`src/design/websocket_frame_deframer_macros.svh`:
```
// assertion helpers for the websocket frame deframer
`ifndef WEBSOCKET_FRAME_DEFRAMER_MACROS_SVH
`define WEBSOCKET_FRAME_DEFRAMER_MACROS_SVH

`ifndef SYNTH
// antecedent implies consequent in the same cycle
`define WSFD_ASSERT_SAME(label, ante, cons) \
	label: assert property (@(posedge clk) disable iff (!arst_n) (ante) |-> (cons)) \
		else $error("wsfd check failed");
// antecedent implies consequent in the next cycle
`define WSFD_ASSERT_NEXT(label, ante, cons) \
	label: assert property (@(posedge clk) disable iff (!arst_n) (ante) |=> (cons)) \
		else $error("wsfd check failed");
`else
`define WSFD_ASSERT_SAME(label, ante, cons)
`define WSFD_ASSERT_NEXT(label, ante, cons)
`endif

`endif

```
`src/design/wsfd_pkg.sv`:
```
package wsfd_pkg;

	localparam logic [3:0] OP_TEXT  = 4'h1;
	localparam logic [3:0] OP_CLOSE = 4'h8;
	localparam logic [3:0] OP_PING  = 4'h9;

	localparam logic [1:0] KIND_IGNORED = 2'd0;
	localparam logic [1:0] KIND_TEXT    = 2'd1;
	localparam logic [1:0] KIND_PING    = 2'd2;
	localparam logic [1:0] KIND_CLOSE   = 2'd3;

	localparam logic [6:0] LEN7_EXT16 = 7'd126;
	localparam logic [6:0] LEN7_EXT64 = 7'd127;

	typedef struct packed {
		logic [7:0] payload_byte;
		logic       has_byte;
		logic [3:0] frame_opcode;
		logic [1:0] frame_kind;
		logic       last_of_frame;
	} res_t;

	function automatic logic [1:0] kind_of(input logic [3:0] op);
		logic [1:0] k;
		case (op)
			OP_TEXT:  k = KIND_TEXT;
			OP_PING:  k = KIND_PING;
			OP_CLOSE: k = KIND_CLOSE;
			default:  k = KIND_IGNORED;
		endcase
		return k;
	endfunction

endpackage

```
`src/design/websocket_frame_deframer.sv`:
```
// Receive-side WebSocket frame parser. One stream byte is taken per item and every
// accepted item is processed in the cycle it is accepted, so the block sustains one
// byte per clock while not stalled; a payload result is registered. The header
// state machine handles the opcode byte, the mask and length byte, a 2- or 8-byte
// big-endian extended length and a 4-byte masking key; payload bytes leave unmasked
// and tagged with opcode, kind and a last-of-frame mark, and a zero-length frame
// gives one result with has_byte low. The result side is an output register backed
// by one skid entry: in_stall rises only when both hold results that the consumer
// has not taken. Lengths wider than LENGTH_BITS saturate. Once a close frame has
// been delivered all input is consumed and dropped until reset.
`include "websocket_frame_deframer_macros.svh"

module websocket_frame_deframer
	import wsfd_pkg::*;
#(
	parameter int LENGTH_BITS = 64
) (
	input  logic       clk,
	input  logic       arst_n,
	input  logic       in_valid,
	output logic       in_stall,
	input  logic [7:0] data_byte,
	output logic       out_valid,
	input  logic       out_stall,
	output logic [7:0] payload_byte,
	output logic       has_byte,
	output logic [3:0] frame_opcode,
	output logic [1:0] frame_kind,
	output logic       last_of_frame
);

	localparam int LW = LENGTH_BITS;

	localparam logic [2:0] PH_HDR0   = 3'd0;
	localparam logic [2:0] PH_HDR1   = 3'd1;
	localparam logic [2:0] PH_EXT    = 3'd2;
	localparam logic [2:0] PH_KEY    = 3'd3;
	localparam logic [2:0] PH_DATA   = 3'd4;
	localparam logic [2:0] PH_CLOSED = 3'd5;

	logic [2:0]    phase_q, phase_d;
	logic [3:0]    op_q, op_d;
	logic          mask_q, mask_d;
	logic [LW-1:0] rem_q, rem_d;
	logic [2:0]    cnt_q, cnt_d;
	logic [31:0]   key_q, key_d;
	logic [1:0]    kidx_q, kidx_d;

	logic          out_valid_q, skid_valid_q;
	res_t          out_q, skid_q;

	res_t          res;
	logic          res_vld;
	logic          take, gen, out_ready;
	logic          len_done, hdr_done, frame_end;
	logic [6:0]    len7;
	logic [1:0]    ksel;

	assign take      = in_valid & ~in_stall;
	assign gen       = take & res_vld;
	assign out_ready = ~out_valid_q | ~out_stall;
	assign len7      = data_byte[6:0];
	assign ksel      = ~kidx_q;

	always_comb begin
		phase_d   = phase_q;
		op_d      = op_q;
		mask_d    = mask_q;
		rem_d     = rem_q;
		cnt_d     = cnt_q;
		key_d     = key_q;
		kidx_d    = kidx_q;
		len_done  = 1'b0;
		hdr_done  = 1'b0;
		frame_end = 1'b0;
		res_vld   = 1'b0;
		res.payload_byte  = 8'd0;
		res.has_byte      = 1'b0;
		res.frame_opcode  = op_q;
		res.frame_kind    = kind_of(op_q);
		res.last_of_frame = 1'b0;
		unique case (phase_q)
			PH_HDR1: begin
				mask_d = data_byte[7];
				key_d  = '0;
				rem_d  = '0;
				if (len7 == LEN7_EXT16) begin
					cnt_d   = 3'd1;
					phase_d = PH_EXT;
				end else if (len7 == LEN7_EXT64) begin
					cnt_d   = 3'd7;
					phase_d = PH_EXT;
				end else begin
					rem_d    = LW'(len7);
					len_done = 1'b1;
				end
			end
			PH_EXT: begin
				if (rem_q[LW-1 -: 8] != 8'd0) begin
					rem_d = '1;
				end else begin
					rem_d = {rem_q[LW-9:0], data_byte};
				end
				if (cnt_q == 3'd0) begin
					len_done = 1'b1;
				end else begin
					cnt_d = cnt_q - 3'd1;
				end
			end
			PH_KEY: begin
				key_d = {key_q[23:0], data_byte};
				if (cnt_q == 3'd0) begin
					hdr_done = 1'b1;
				end else begin
					cnt_d = cnt_q - 3'd1;
				end
			end
			PH_DATA: begin
				rem_d  = rem_q - LW'(1);
				kidx_d = kidx_q + 2'd1;
				res_vld           = 1'b1;
				res.payload_byte  = data_byte ^ key_q[{ksel, 3'b000} +: 8];
				res.has_byte      = 1'b1;
				res.last_of_frame = (rem_d == '0);
				frame_end         = res.last_of_frame;
			end
			PH_CLOSED: begin
			end
			default: begin
				op_d    = data_byte[3:0];
				phase_d = PH_HDR1;
			end
		endcase
		if (len_done) begin
			if (mask_d) begin
				cnt_d   = 3'd3;
				phase_d = PH_KEY;
			end else begin
				hdr_done = 1'b1;
			end
		end
		if (hdr_done) begin
			kidx_d = 2'd0;
			if (rem_d == '0) begin
				res_vld           = 1'b1;
				res.last_of_frame = 1'b1;
				frame_end         = 1'b1;
			end else begin
				phase_d = PH_DATA;
			end
		end
		if (frame_end) begin
			phase_d = (op_q == OP_CLOSE) ? PH_CLOSED : PH_HDR0;
		end
	end

	always_ff @(posedge clk or negedge arst_n) begin
		if (!arst_n) begin
			phase_q <= PH_HDR0;
			op_q    <= '0;
			mask_q  <= 1'b0;
			rem_q   <= '0;
			cnt_q   <= '0;
			key_q   <= '0;
			kidx_q  <= '0;
		end else if (take) begin
			phase_q <= phase_d;
			op_q    <= op_d;
			mask_q  <= mask_d;
			rem_q   <= rem_d;
			cnt_q   <= cnt_d;
			key_q   <= key_d;
			kidx_q  <= kidx_d;
		end
	end

	always_ff @(posedge clk or negedge arst_n) begin
		if (!arst_n) begin
			out_valid_q  <= 1'b0;
			skid_valid_q <= 1'b0;
		end else if (out_ready && skid_valid_q) begin
			out_valid_q  <= 1'b1;
			skid_valid_q <= 1'b0;
		end else if (gen && !out_ready) begin
			skid_valid_q <= 1'b1;
		end else if (out_ready) begin
			out_valid_q <= gen;
		end
	end

	always_ff @(posedge clk) begin
		if (out_ready && skid_valid_q) begin
			out_q <= skid_q;
		end else if (gen && !out_ready) begin
			skid_q <= res;
		end else if (gen) begin
			out_q <= res;
		end
	end

	assign in_stall      = skid_valid_q;
	assign out_valid     = out_valid_q;
	assign payload_byte  = out_q.payload_byte;
	assign has_byte      = out_q.has_byte;
	assign frame_opcode  = out_q.frame_opcode;
	assign frame_kind    = out_q.frame_kind;
	assign last_of_frame = out_q.last_of_frame;

	// skid entry only fills behind a held output
	`WSFD_ASSERT_SAME(a_skid_behind_out, skid_valid_q, out_valid_q)
	// nothing leaves the parser once closed
	`WSFD_ASSERT_SAME(a_closed_silent, phase_q == PH_CLOSED, !gen)
	// payload phase always has bytes left
	`WSFD_ASSERT_SAME(a_data_nonzero, phase_q == PH_DATA, rem_q != '0)
	// end of a close frame shuts the parser
	`WSFD_ASSERT_NEXT(a_close_shuts, gen && res.last_of_frame && op_q == OP_CLOSE,
		phase_q == PH_CLOSED)

endmodule

```
`config.mk`:
```
export PLATFORM = sky130hd
export DESIGN_NAME = websocket_frame_deframer
export DESIGN_NICKNAME = d
export VERILOG_FILES = /design/src/design/wsfd_pkg.sv /design/src/design/websocket_frame_deframer.sv
export VERILOG_INCLUDE_DIRS = /design/src /design/src/design
export SDC_FILE = /design/constraint.sdc
export NUM_CORES = 1
export LEC_CHECK = 0
export ABC_CLOCK_PERIOD_IN_PS = 5400
export BUFFER_PORTS_ARGS = -buffer_cell sky130_fd_sc_hd__buf_2
export CAP_MARGIN = 25
export CORE_ASPECT_RATIO = 1.1
export CORE_MARGIN = 3
export CORE_UTILIZATION = 40
export DETAILED_ROUTE_END_ITERATION = 6
export HOLD_SLACK_MARGIN = 0.05
export PLACE_DENSITY_LB_ADDON = 0.05
export SKIP_LAST_GASP = 1
export SLEW_MARGIN = 20
export SYNTH_ARGS = -nofsm -noshare
export SYNTH_HDL_FRONTEND = slang
export SYNTH_SLANG_ARGS = --single-unit
```
`constraint.sdc`:
```
create_clock -name clk -period 5.4 [get_ports clk]
set_clock_uncertainty 0.1 [all_clocks]
set_input_delay 0.27 -clock clk [delete_from_list [all_inputs] [get_ports clk]]
set_output_delay 0.27 -clock clk [all_outputs]
set_load 0.005 [all_outputs]
```
==> results of run 1 <==
-- layout make-up --
class	instances	area, µm²
Inverter	16	60.06
Timing Repair Buffer	107	788.3
Fill cell	2656	13790
Tap cell	346	432.9
Clock inverter	15	167.7
Sequential cell	143	3740
Multi-Input combinational cell	1013	6088
Clock buffer	17	425.4
-- cells in the mapped netlist, types with 9 or more instances --
cell type  instances
buf_2             11
or3_1             20
buf_6             10
nand4_1           24
o22ai_1            9
mux2_2            19
a21oi_1           74
nor2_1           123
clkbuf_1          80
xnor2_1           38
nand3_1           32
nor4_1            39
xor2_1            14
inv_1             15
or4_1             14
dfrtp_1          111
nand2_1          201
edfxtp_1          32
nor3_1            42
a211oi_1           9
buf_1             13
a31oi_1           15
o21ai_0          144
-- stage by stage --
| stage | area [µm²] | instances |
|---|---|---|
| after floorplan | 10460 | 1294 |
| after global placement | 11040 | 1620 |
| after detailed placement | 11060 | 1621 |
| after CTS | 11700 | 1657 |
| after global routing | 11700 | 1657 |
| final | 11700 | 1657 |
-- worst max-delay path, stage by stage, from the launching register on --
cell,delay [ns]
dfrtp_1,0.46
inv_1,0.13
ha_1,0.36
nor4b_4,0.46
nand4_1,0.35
nor4_2,0.46
a21oi_1,0.14
a22oi_1,0.26
nand4_1,0.12
or4_1,0.55
nor4_2,0.51
nand4b_2,0.27
o2bb2ai_1,0.22
a21oi_1,0.20
buf_4,0.21
-- report_power, final --
| group | total (W) | internal [W] | switching (W) | leakage [nW] |
|---|---|---|---|---|
| logic | 0.00244 | 0.000855 | 0.00158 | 2.41 |
| registers | 0.00181 | 0.00135 | 0.000461 | 1.73 |
| clock network | 0.00126 | 0.000663 | 0.000599 | 0.292 |
-- state kept, by name, indices dropped and copies added, names as in the netlist, 3 cells and up --
signal        count
cnt_q             3
frame_opcode      4
key_q            32
op_q              4
payload_byte      8
phase_q           3
rem_q            64
skid_q           16
-- worst paths after layout --
kind / endpoint / slack [ns] / depth (start not counted)
max: payload_byte[6] / 0.28 / 14
min: key_q[6] / 0.06 / 3
max reg2reg: payload_byte[6] / 0.28 / 14
min reg2reg: key_q[30] / 0.38 / 2
max in group asynchronous: rem_q[61] / 3.82 / 3
min in group asynchronous: rem_q[9] / 0.32 / 2
-- what timing repair did --
action,CTS,global route
resized for setup,0,1
buffers inserted,0,0
hold endpoints to repair,50,0
setup endpoints to repair,0,16
hold buffers,4,0
-- cells by family after synthesis --
logic type | Yosys count
XOR/XNOR | 52
adder cells (fa/ha/maj) | 5
AND/OR/NAND/NOR | 581
buffers and inverters | 138
multiplexers | 30
AO/OA/AOI/OAI | 345
flip-flops | 143
-- layer usage --
| layer | vias up | global-route usage, % | share of wire [%] |
|---|---|---|---|
| met1 | 5088 | 41.97 | 40 |
| met4 | 0 | 17.36 | 6.4 |
| met2 | 585 | 50.57 | 45 |
| met5 | - | 0 | 0 |
| met3 | 145 | 6.108 | 8.1 |
| li1 | 4739 | - | - |
==> qor.txt, run 1 <==
CTS tree: yes
crit path launch type: flip-flop
Vias: 10560
PD cells: 471.1 nW/µm²
initial antenna violation count: 0
post-route setup slack: 0.2776 ns
clk root buf: clkbuf_16
post-synth top area cell: dfrtp_1
Critical Path End Type: flip-flop
CP Data Required Time: 5.44 ns
DR vias/cell: 6.371
maximum capacitance violations: 0
final core utilization: 45.91%
HPWL Detailed: 32.90 mm
GRT Total Usage: 32.15%
Area Overhead vs Synth: 11.86%
Worst R2R Start: rem_q[0]
FMAX: 195.2 MHz
io pins: 30
unrepaired setup endpoints after global routing: no
Place WS: 0.2848 ns
most frequent cells in the layout: 201 x nand2_1, 144 x o21ai_0, 122 x nor2_1
CTS Sinks: 143
HP Start: data_byte[6]
deepest clock path buffer count: 2
top cells by area, synth: dfrtp_1 27%, edfxtp_1 9.2%, nand2_1 7.2%
setup TNS: 0 ns
slew margin rel.: 31.99%
DR pass1 iterations: 6
actual slew at the worst max-slew pin: 1.016 ns
xor/xnor share of the synthesized area: 4.354%
Die H: 175.6 µm
row count: 61
Mapped Cells: 1294
Post-Synth Simple-Gate Area: 28.74%
maximum vdd drop: 0.0002068 V
die area: 28130 µm²
CTS buffer count: 17
pin count of the biggest net entering global routing: 64
grt ovf: 0
diode count: 0
synth warn: 0
post-synth net total: 1310
Post-synth EDFFs: 32
Hold Path Class: input port to flip-flop
mux share of post-synthesis cell area: 4.055%
Synth Area in Adders: 0.5741%
minimum hold slack: 0.06400 ns
drc violations: 0
remaining antenna violation count: 0
fraction of the cycle the final worst path needs: 94.86%
post-synthesis sequential area ratio: 35.74%
H-tree depth: 4
fraction of layout cells with a size suffix above 1: 16.25%
Total Power: 0.005513 W
Final min period: 5.122 ns
Leakage: 4.433 nW
Core Area: 25490 µm²
final setup vio count: 0
Mapped Area: 10460 µm²
distinct cell type count after synthesis: 85
PortBufs: 29
Nets: 1314
CP startpoint: rem_q[0]
global placer's final weighted congestion: 1.019
max-slew violations: 0
crit path DAT: 5.16 ns
die width: 160.2 µm
CP Class: flip-flop to flip-flop
ys async rst share: 77.62%
vias in the first global route: 10220
final hold violations: 0
initial core utilization: 41.04%
largest fanout on the critical path: 9
Clock transition at path regs: 0.08 ns
Routed WL per cell: 27.42 µm
Synth top area share: 26.55%
global-route wire length before repair: 68.10 mm
status: completed
largest family of logic cells by synthesized area: simple AND/OR/NAND/NOR gates
commonest non-fill, non-tap cell in the layout: nand2_1
syn_area_per_cell: 8.084 µm²
Clock Latency Late Sink: 0.44 ns
Initial DRC Count: 1321
Seq cells post-synth: 143
Synth Area in Compound Gates: 20.15%
drt total wl: 45.43 mm
predominant post-synthesis flop cell: dfrtp_1
No activity file was read; power rests on OpenSTA's default activity.
==> inputs of run 2 (changes only) <==
--- a/config.mk
+++ b/config.mk
@@ -14,6 +14,7 @@
 export CORE_UTILIZATION = 40
 export DETAILED_ROUTE_END_ITERATION = 6
 export HOLD_SLACK_MARGIN = 0.05
+export MAX_ROUTING_LAYER = met4
 export PLACE_DENSITY_LB_ADDON = 0.05
 export SKIP_LAST_GASP = 1
 export SLEW_MARGIN = 20
==> constraint.sdc (replaced) <==
create_clock -name clk -period 5.4 [get_ports clk]
set_clock_uncertainty 0.1 [all_clocks]
set_input_delay 1.08 -clock clk [delete_from_list [all_inputs] [get_ports clk]]
set_output_delay 1.08 -clock clk [all_outputs]
set_load 0.005 [all_outputs]
==> qor.txt, run 2 (synthesized netlist as in run 1, its figures left out) <==
area of the multi-input gates: 6092 µm²
Hold Buf Count CTS: 0
status: finished with violations
fraction of layout cells with a size suffix above 1: 16.87%
Clock Latency Late Sink: 0.44 ns
Initial DRC Count: 1339
Critical Path End Type: flip-flop
post-CTS sizing: 0
terminus of the critical flop-to-flop path: payload_byte[6]
GRT Total Usage: 33.61%
vias in the first global route: 10460
final setup vio count: 0
initial core utilization: 41.04%
die area: 28130 µm²
Vias: 10760
row count: 61
io pins: 30
crit path DAT: 5.09 ns
most frequent cells in the layout: 201 x nand2_1, 144 x o21ai_0, 123 x nor2_1
Area Overhead vs Synth: 12.37%
Seq. cell area: 3740 µm²
grt ovf: 0
CP Data Required Time: 5.43 ns
minimum hold slack: 0.3852 ns
remaining antenna violation count: 0
slew margin rel.: 38.70%
final hold violations: 0
FMAX: 197.7 MHz
Min-Delay Endpoint: key_q[28]
global placer's final weighted congestion: 1.032
R2R cell count: 14
H-tree depth: 4
Core Area: 25490 µm²
pin count of the biggest net entering global routing: 62
Nets: 1319
fraction of the cycle the final worst path needs: 93.66%
HP Start: key_q[28]
die width: 160.2 µm
max-slew violations: 0
PortBufs: 29
DR pass1 iterations: 7
Clock transition at path regs: 0.07 ns
Routed WL per cell: 27.65 µm
setup TNS: 0 ns
Leakage: 4.465 nW
CTS buffer count: 17
Hold Path Class: flip-flop to flip-flop
crit path launch type: flip-flop
Final min period: 5.058 ns
DR vias/cell: 6.468
CP Class: flip-flop to flip-flop
unrepaired setup endpoints after global routing: no
CTS Sinks: 143
CTS tree: yes
Worst R2R Start: rem_q[0]
clk root buf: clkbuf_16
HPWL Detailed: 33.07 mm
maximum vdd drop: 0.0002363 V
Fill cells: 2606
largest fanout on the critical path: 16
commonest non-fill, non-tap cell in the layout: nand2_1
number of flip-flops in the largest register: 64
Die H: 175.6 µm
FF-to-FF setup slack: 0.34 ns
hold path depth: 2
global-route wire length before repair: 69.10 mm
drt total wl: 45.98 mm
Post-CTS Setup Bufs: 0
maximum capacitance violations: 0
Largest regs: rem_q (64), key_q (32), skid_q (16)
drc violations: 1
PD cells: 478.6 nW/µm²
initial antenna violation count: 1
deepest clock path buffer count: 2
Largest Register: rem_q
actual slew at the worst max-slew pin: 0.9173 ns
failing checks: DRC
-- run 2: changes by cell type in the layout (fill, tap and decap cells not counted), sizes merged --
cell         change
buf              +9
dlygate4sd3      -4
bufinv           +1
diode            +1
inv              -1
-- run 2: critical path, cell delays in order, from the launching register on --
cell and delay (ns):
dfrtp_1 0.44, inv_1 0.12, ha_1 0.37, nor4b_4 0.46, nand4_1 0.31, nor4_1 0.51, nor2_1 0.18, o21a_1 0.22
a2111o_1 0.37, nor4_2 0.54, nand4_1 0.21, nand4b_2 0.31, o2bb2ai_1 0.21, a21oi_1 0.13, buf_4 0.25
-- run 2: layer usage --
metal | global-route usage (%) | share of wire (%) | routed length, µm
met5 | - | 0 | 0
met4 | 15.99 | 5.4 | 2480
met3 | 5.307 | 8.2 | 3750
met2 | 52.93 | 46 | 21240
met1 | 42.54 | 40 | 18500
-- run 2: layout make-up --
class	count	share of cell area [%]
antenna	1	0.02129
clock buffer	17	3.619
clock inverter	15	1.650
inverter	16	0.5109
multi-input combinational	1013	51.83
sequential	143	31.81
tap	346	3.683
timing repair buffer	112	6.876
-- run 2: worst max-delay path by stage --
stage / cells after the start / slack (ns) / start / end
CTS: 12 / 0.08 / rem_q[9] / payload_byte[5]
finish: 14 / 0.34 / rem_q[0] / payload_byte[6]
global placement: 12 / 0.08 / rem_q[9] / payload_byte[2]
floorplan: 14 / 0.47 / rem_q[0] / skid_q[0]
global route: 14 / 0.06 / rem_q[0] / payload_byte[5]
detailed placement: 12 / 0.14 / rem_q[9] / frame_opcode[2]
-- run 2: power by group --
part | switching, W | leakage, nW | internal [W] | total, W
Combinational | 0.00164 | 2.43 | 0.000869 | 0.00250
Clock | 0.000603 | 0.302 | 0.000709 | 0.00131
Sequential | 0.000457 | 1.73 | 0.00135 | 0.00181
-- run 2: metrics by stage --
stage / std cells / area [µm²] / power [W] / utilization [%] / worst slack, ns
after floorplan: 1294 / 10460 / 0.003259 / - / 0.4683
after global placement: 1629 / 11100 / 0.004254 / 43.55 / 0.07760
after detailed placement: 1630 / 11120 / 0.004232 / 43.62 / 0.1410
after CTS: 1662 / 11740 / 0.005558 / 46.05 / 0.08017
after global routing: 1663 / 11760 / 0.005870 / 46.11 / 0.05599
final: 1663 / 11760 / 0.005626 / 46.11 / 0.3421
==> inputs of run 3 (changes only) <==
--- a/config.mk
+++ b/config.mk
@@ -6,18 +6,16 @@
 export SDC_FILE = /design/constraint.sdc
 export NUM_CORES = 1
 export LEC_CHECK = 0
-export ABC_CLOCK_PERIOD_IN_PS = 5400
+export ABC_CLOCK_PERIOD_IN_PS = 5200
 export BUFFER_PORTS_ARGS = -buffer_cell sky130_fd_sc_hd__buf_2
 export CAP_MARGIN = 25
 export CORE_ASPECT_RATIO = 1.1
-export CORE_MARGIN = 3
 export CORE_UTILIZATION = 40
 export DETAILED_ROUTE_END_ITERATION = 6
 export HOLD_SLACK_MARGIN = 0.05
 export MAX_ROUTING_LAYER = met4
 export PLACE_DENSITY_LB_ADDON = 0.05
 export SKIP_LAST_GASP = 1
-export SLEW_MARGIN = 20
 export SYNTH_ARGS = -nofsm -noshare
 export SYNTH_HDL_FRONTEND = slang
 export SYNTH_SLANG_ARGS = --single-unit
==> constraint.sdc (replaced) <==
create_clock -name clk -period 5.2 [get_ports clk]
set_clock_uncertainty 0.1 [all_clocks]
set_input_delay 1.04 -clock clk [delete_from_list [all_inputs] [get_ports clk]]
set_output_delay 1.04 -clock clk [all_outputs]
set_load 0.005 [all_outputs]
==> qor.txt, run 3 (synthesized netlist as in run 1, its figures left out) <==
initial core utilization: 41.04%
HPWL Detailed: 33.42 mm
Clock transition at path regs: 0.07 ns
maximum capacitance violations: 0
Worst R2R Start: rem_q[9]
Place WS: -0.1804 ns
die width: 156.2 µm
CP Data Required Time: 5.23 ns
Core Area: 25490 µm²
Largest Register: rem_q
Largest regs: rem_q (64), key_q (32), skid_q (16)
number of flip-flops in the largest register: 64
DR pass1 iterations: 5
Internal: 0.003065 W
Nets: 1330
pin count of the biggest net entering global routing: 65
R2R cell count: 13
crit path DAT: 5.00 ns
Clock Latency Late Sink: 0.45 ns
final hold violations: 0
slew margin rel.: 31.47%
vias in the first global route: 10200
PD cells: 493.3 nW/µm²
diode count: 0
FMAX: 201.2 MHz
Hold Buf Count CTS: 0
fraction of layout cells with a size suffix above 1: 17.71%
actual slew at the worst max-slew pin: 1.028 ns
drt total wl: 45.60 mm
combinational share of power: 45.1%
status: completed
Seq. cell area: 3740 µm²
largest fanout on the critical path: 16
CTS Sinks: 143
Critical Path End Type: flip-flop
Routed WL per cell: 27.26 µm
Vias: 10660
HP Start: key_q[25]
share of power burned in the clock network: 22.9%
Area Overhead vs Synth: 13.14%
CTS buffer count: 17
setup TNS: 0 ns
clk root buf: clkbuf_16
drc violations: 0
maximum vdd drop: 0.0002086 V
io pins: 30
initial antenna violation count: 0
Initial DRC Count: 1073
row count: 61
CTS tree: yes
global-route wire length before repair: 68.79 mm
area of the multi-input gates: 6110 µm²
deepest clock path buffer count: 2
H-tree depth: 4
terminus of the critical flop-to-flop path: payload_byte[3]
Die H: 171.6 µm
Leakage: 4.514 nW
Fill cells: 2610
CP Class: flip-flop to flip-flop
PortBufs: 29
Final min period: 4.971 ns
commonest non-fill, non-tap cell in the layout: nand2_1
grt ovf: 0
Net Sw Power: 0.002774 W
max-slew violations: 0
Seq pwr share: 32.0%
die area: 26800 µm²
GRT Total Usage: 36.50%
final setup vio count: 0
DP Cell Count: 1640
fraction of the cycle the final worst path needs: 95.60%
DR vias/cell: 6.374
crit path launch type: flip-flop
remaining antenna violation count: 0
global placer's final weighted congestion: 1.012
hold path depth: 2
Finished Layout Cells: 1673
post-route setup slack: 0.2290 ns
Hold Path Class: flip-flop to flip-flop
most frequent cells in the layout: 201 x nand2_1, 144 x o21ai_0, 123 x nor2_1
Min-Delay Endpoint: key_q[25]
FF-to-FF setup slack: 0.23 ns
Net Sw Frac: 47.50%
run 3: final cells by class:
cell class / instances / share of cell area (%)
Multi-Input combinational cell: 1013 / 51.62
Tap cell: 346 / 3.657
Clock inverter: 15 / 1.607
Timing Repair Buffer: 123 / 7.421
Clock buffer: 17 / 3.594
Sequential cell: 143 / 31.60
Inverter: 16 / 0.5074
run 3: per-stage QoR:
step / util, % / hold slack, ns / power [W] / cell area (µm²)
6_report: 46.43 / 0.3858 / 0.005839 / 11840
5_1_grt: 46.43 / 0.4170 / 0.006108 / 11840
4_1_cts: 46.31 / 0.3923 / 0.005752 / 11810
3_5_place_dp: 43.87 / 0.3729 / 0.004403 / 11180
3_3_place_gp: 43.79 / 0.3582 / 0.004434 / 11160
2_1_floorplan: - / 0.3453 / 0.003385 / 10460
run 3: worst max-delay path by stage:
stage | from | to | cells past startpoint
global placement | rem_q[31] | payload_byte[3] | 13
finish | rem_q[9] | payload_byte[3] | 13
detailed placement | rem_q[0] | payload_byte[3] | 15
CTS | rem_q[0] | payload_byte[3] | 15
floorplan | rem_q[0] | skid_q[0] | 14
global route | rem_q[0] | payload_byte[3] | 14
run 3: layer usage:
layer	GRT usage (%)	routed length [µm]	part of all wire (%)	vias up
li1	-	-	-	4783
met1	45.05	18540	41	5193
met2	56.62	20990	46	539
met3	5.367	3187	7.0	148
met4	22.08	2887	6.3	0
met5	-	0	0	-
run 3: repair_timing:
item	in CTS	in global routing
buffers inserted	0	1
pin swaps	0	1
setup endpoints to repair	32	32
gates resized for setup	1	4
run 3: power by group through the flow:
stage / clock network, W / logic (W) / registers [W]
final: 0.00134 / 0.00264 / 0.00187
after global routing: 0.00139 / 0.00281 / 0.00190
after CTS: 0.00135 / 0.00255 / 0.00185
after detailed placement: 0 / 0.00253 / 0.00187
after global placement: 0 / 0.00256 / 0.00188
after floorplan: 0 / 0.00183 / 0.00155
run 3: worst max-delay path: stages, from the launching register on:
cell       delay [ns]
dfrtp_1          0.51
nor2_1           0.44
nand4_2          0.24
buf_4            0.25
nor4_1           0.51
nand3b_1         0.24
mux2i_1          0.21
a2111o_1         0.49
nor4_4           0.46
nand4_1          0.22
nand4b_2         0.36
o2bb2ai_1        0.23
a21oi_1          0.13
buf_4            0.26
